===== config.mk =====
export PLATFORM = sky130hd
export DESIGN_NAME = lrht_contain
export DESIGN_NICKNAME = d
export VERILOG_FILES = /design/src/rtl/core/lrht_pkg.sv /design/src/rtl/core/lrht_contain.sv
export SDC_FILE = /design/constraint.sdc
export NUM_CORES = 1
export LEC_CHECK = 0
export ABC_AREA = 1
export BUFFER_PORTS_ARGS = -buffer_cell sky130_fd_sc_hd__clkbuf_2
export CAP_MARGIN = 5
export CORE_UTILIZATION = 40
export DETAILED_ROUTE_END_ITERATION = 8
export GPL_TIMING_DRIVEN = 0
export PLACE_DENSITY = 0.84
export SYNTH_ARGS = -nofsm -noshare
export SYNTH_HDL_FRONTEND = slang
export SYNTH_SLANG_ARGS = --single-unit

===== constraint.sdc =====
create_clock -name vclk -period 2.2
set_clock_uncertainty 0.2 [all_clocks]
set_input_delay 0.44 -clock vclk [all_inputs]
set_output_delay 0.44 -clock vclk [all_outputs]
set_load 0.05 [all_outputs]

===== src/rtl/core/lrht_pkg.sv =====
// ----------------------------------------------------------------------------
// lrht_pkg
// shared types and constants of the layered region hit test unit
// ----------------------------------------------------------------------------
package lrht_pkg;

    // table sizes
    localparam int LAYERS  = 16;
    localparam int RECTS   = 8;
    localparam int LAYER_W = $clog2(LAYERS);
    localparam int RECT_W  = $clog2(RECTS);
    localparam int COUNT_W = $clog2(RECTS + 1);
    localparam int ADDR_W  = LAYER_W + RECT_W;

    // fixed field widths
    localparam int COORD_W = 16;
    localparam int EXT_W   = COORD_W + 1;
    localparam int SLOT_W  = 4;
    localparam int RSLOT_W = 3;
    localparam int CNT_FW  = 4;

    // request modes
    localparam logic [1:0] MODE_WR_LAYER = 2'd0;
    localparam logic [1:0] MODE_WR_RECT  = 2'd1;
    localparam logic [1:0] MODE_QUERY    = 2'd2;

    typedef struct packed {
        logic [1:0]                 mode;
        logic [SLOT_W-1:0]          layer_slot;
        logic [RSLOT_W-1:0]         rect_slot;
        logic                       visible;
        logic signed [COORD_W-1:0]  min_x;
        logic signed [COORD_W-1:0]  min_y;
        logic signed [COORD_W-1:0]  max_x;
        logic signed [COORD_W-1:0]  max_y;
        logic [CNT_FW-1:0]          rect_count;
        logic signed [COORD_W-1:0]  point_x;
        logic signed [COORD_W-1:0]  point_y;
    } lrht_req_t;

    typedef struct packed {
        logic              hit;
        logic [SLOT_W-1:0] hit_layer;
    } lrht_rsp_t;

    typedef struct packed {
        logic signed [COORD_W-1:0] x0;
        logic signed [COORD_W-1:0] y0;
        logic signed [COORD_W-1:0] x1;
        logic signed [COORD_W-1:0] y1;
    } box_t;

    // one point against one inclusive box, all in extended width
    typedef struct packed {
        logic signed [EXT_W-1:0] pt_x;
        logic signed [EXT_W-1:0] pt_y;
        logic signed [EXT_W-1:0] lo_x;
        logic signed [EXT_W-1:0] lo_y;
        logic signed [EXT_W-1:0] hi_x;
        logic signed [EXT_W-1:0] hi_y;
    } cmp_op_t;

endpackage


===== src/rtl/core/lrht_contain.sv =====
// ----------------------------------------------------------------------------
// lrht_contain
// shared containment unit: tests one point against one inclusive box
// ----------------------------------------------------------------------------
module lrht_contain
    import lrht_pkg::*;
(
    input  cmp_op_t op,
    output logic    contains
);

    // an inverted box fails one of the pairs and contains nothing
    assign contains = (op.pt_x >= op.lo_x) && (op.pt_x <= op.hi_x)
                   && (op.pt_y >= op.lo_y) && (op.pt_y <= op.hi_y);

endmodule


# After elaboration in Yosys (flattened, before gate mapping)
# Cells that the tools add are included.
dict set report classes {
  reduce_logical 3
  n_lt_le_gt_ge 4
}
# cell count
set op_table {}
lappend op_table {{17-bit >= comparator} 2}
lappend op_table {{17-bit less-or-equal comparator} 2}
lappend op_table {{1-bit logical AND} 3}
dict set report word_totals {
  word_cells 7
  regBits 0
  output_inout_bits 1
  input_bits 102
}

# Depth between registers and ports, before layout
dict set report depth {
  depth_word 4
  ltp_mapped 14
  ltp_nobuf 14
}

# Worst setup path after synthesis
# Ideal clock, no wire load.
dict set report synth_timing {
  kind {in2out}
  start {input port op[29] in the netlist's numbering}
  end {output port contains}
  n_path_buf 0
  t_required_ps 1560
  slack_ps -475
  t_arrival_ps 2035
  path_stages 11
  cell_sequence {inv_1 > ha_1 > nand2_1 > inv_2 > nand2_1 > nand2_1 > a21oi_1 > nand3_1 > nand2_1 > nand4_1 > nor2_1}
}
dict set report synth_via {
  elab_chain_len 4
}
# item line
set synth_rtl {}
lappend synth_rtl {{start, declared} lrht_contain.sv:8} ;# input cmp_op_t op,
lappend synth_rtl {{17-bit less-or-equal comparator} lrht_contain.sv:13} ;# assign contains = (op.pt_x >= op.lo_x) && (op.pt_x <= op.hi_x)
lappend synth_rtl {{1-bit logical AND} lrht_contain.sv:13}
lappend synth_rtl {{1-bit logical AND (2 in series)} lrht_contain.sv:14} ;# && (op.pt_y >= op.lo_y) && (op.pt_y <= op.hi_y);
lappend synth_rtl {{end, declared} lrht_contain.sv:9} ;# output logic contains
# Every way passes these cells.

# Final worst setup path
dict set report layout_timing {
  start {input port op[25] in the netlist's numbering}
  end {output port contains}
}
# Same word-level chain as after synthesis.

==> results.tsv <==
stage	metric	value	unit
run_status	status	complete, but fails checks	
run_status	failing checks	setup timing	
power_and_ir_drop	LEAKAGE	1.941	nW
hold_path	HP Class	input port to output pin	
setup_path	arrival time worst endpoint	1.85	ns
cells_and_area	Antenna Diode Count	0	
cells_and_area	design area	3357	µm²
detailed_routing	drt first pass iters	5	
timing	Slew Limit Fails	0	
synthesis	Post-Syn Area per Cell	5.791	µm²
cells_and_area	fillers	378	
cells_and_area	area delta synth->final	65.62	%
cells_and_area	leading cell types in the layout, fill and taps excluded	90 x clkbuf_2, 83 x inv_1, 80 x nand2_1, 34 x ha_4, 34 x ha_1	
synthesis	area of the mapped netlist	2027	µm²
detailed_routing	Routed Antenna Nets	0	
cells_and_area	most common cell after layout, fill and taps aside	clkbuf_2	
placement	worst slack, placed	-0.5295	ns
setup_path	critical path peak fanout	2	
cells_and_area	CLK BUF	0	
run	max-cap violation count	0	
cells_and_area	share of cells above drive strength 1	44.32	%
timing	fin crit period	2.488	ns
setup_path	Setup CP Type	input port to output pin	
floorplan	num ports	103	
floorplan	DIE AREA	5356	µm²
placement	PortBufs	103	
cells_and_area	final net count	630	
floorplan	Core Region	4786	µm²
timing	Max Clk Rate	402.0	MHz
floorplan	width of the die	73.19	µm
timing	Slew HR	83.07	%
timing	final cycle utilization of the critical path	113.1	%
grt	largest net degree at the start of global routing	5	
detailed_routing	vias per cell	4.636	
cells_and_area	Seq cells	0	
power_and_ir_drop	Power per Cell Area	191.1	nW/µm²
setup_path	required time worst endpoint	1.56	ns
detailed_routing	WL per Instance	10.43	µm
timing	final hold violations	0	
setup_path	CP startpoint kind	input port	
power_and_ir_drop	Worst VDD drop	0.1018	mV
detailed_routing	vias post-DR	2434	
floorplan	initial core utilization	42.35	%
synthesis	Yosys cell types	20	
grt	GRT Util Overall	19.72	%
timing	final worst setup slack	-0.2876	ns
synthesis	sequential area share after synthesis	0	%
placement	Placed Area	2848	µm²
grt	antenna violations before repair	0	
cells_and_area	area of the multi-input gates	2236	µm²
floorplan	Die H	73.19	µm
grt	vias in the first global route	2355	
timing	Final Setup Violations	1	
detailed_routing	DRC errors left	0	
synthesis	number of synthesis warnings	0	
detailed_routing	total wire length	5.474	mm
timing	RSZ-0062 raised after global routing	true	
cells_and_area	Reg area	0	µm²
detailed_routing	Initial DRC Count	57	
cells_and_area	Util after Layout	70.14	%
cts	Post-CTS Hold Buffers	0	
synthesis	Mapped Nets	520	
grt	first-pass GRT wire length	8.721	mm
setup_path	CP endpoint kind	output pin	
grt	GRT overflow	0	
placement	Placer Congestion	0.8151	
timing	Slew @ Worst Pin	0.2516	ns
placement	DPL Wire Length	4.695	mm
synthesis	Synth Instances	350	
floorplan	row cnt	25	
==> where the power goes <==
group          internal [mW]  switching [mW]  leakage (nW)
registers                  0               0             0
logic                  0.315           0.326          1.94
clock network              0               0             0
total                  0.315           0.326          1.94
==> synthesized netlist by cell type <==
cell       n  area, µm²
clkinv_1   1      3.750
nand3_1    7      35.03
a21oi_1   23      115.1
nor4_1     1      6.260
nand4_2    1      12.51
nor2_2     4      25.02
inv_2      3      11.26
o21ai_1    1      5.000
nor2_1    25      93.84
nor3_1     2      10.01
nand4_1    7      43.79
nand2_1   99      371.6
a21o_1     3      22.52
nand3b_1   2      15.01
o21a_1     1      7.510
inv_1     95      356.6
o21ai_0    2      10.01
nand2_2    3      18.77
and2_1     2      12.51
ha_1      68      850.8
==> area by class of cell <==
cell class	count	share of cell area [%]
inverters	99	11.52
well taps	67	2.497
repair buffers	108	19.38
multi-input cells	251	66.60
==> worst max-delay path, stage by stage <==
cell,delay (ns)
clkbuf_2,0.08
inv_1,0.06
ha_4,0.27
nand2_1,0.07
nor2_2,0.12
and2_4,0.16
nand3b_1,0.11
nand4_2,0.10
nand4_1,0.14
nor2_4,0.15
buf_8,0.15
==> logic make-up (layout without fill, tap and decap cells) <==
| group | count (synthesis) | after routing | share of synthesized area (%) |
|---|---|---|---|
| simple gates | 153 | 153 | 31.79 |
| buf+inv | 99 | 207 | 18.33 |
| compound gates | 30 | 30 | 7.901 |
| fa+ha+maj | 68 | 68 | 41.98 |
==> per-layer routing <==
| metal | track usage, % | vias to the layer above | share of wire, % | routed length (µm) |
|---|---|---|---|---|
| met5 | 0 | - | 0 | 0 |
| met4 | 0.8715 | 0 | 0 | 0 |
| met3 | 1.243 | 0 | 5.4 | 296 |
| met2 | 44.03 | 77 | 56 | 3041 |
| met1 | 20.00 | 1059 | 39 | 2136 |
| li1 | - | 1298 | - | - |
==> worst paths after layout <==
path                   start       end  slack [ns]  cells after the start
worst max-delay path  op[25]  contains       -0.29                     11
worst min-delay path   op[0]  contains        1.40                      8
==> what timing repair did <==
action,CTS,global route
resized for setup,48,41
setup buffers,4,1
endpoints found under the setup margin,1,1
pin swaps,37,33
==> per-stage QoR <==
| stage | hold slack, ns | instances | power, mW | setup TNS (ns) |
|---|---|---|---|---|
| after floorplan | 1.162 | 350 | 0.3258 | -0.1241 |
| after global placement | 1.519 | 520 | 0.4882 | -0.5063 |
| after detailed placement | 1.528 | 520 | 0.5125 | -0.5295 |
| after CTS | 1.435 | 524 | 0.5942 | -0.2849 |
| after global routing | 1.462 | 525 | 0.7296 | -0.3769 |
| final | 1.399 | 525 | 0.6415 | -0.2876 |
No activity file was read; power rests on OpenSTA's default activity.
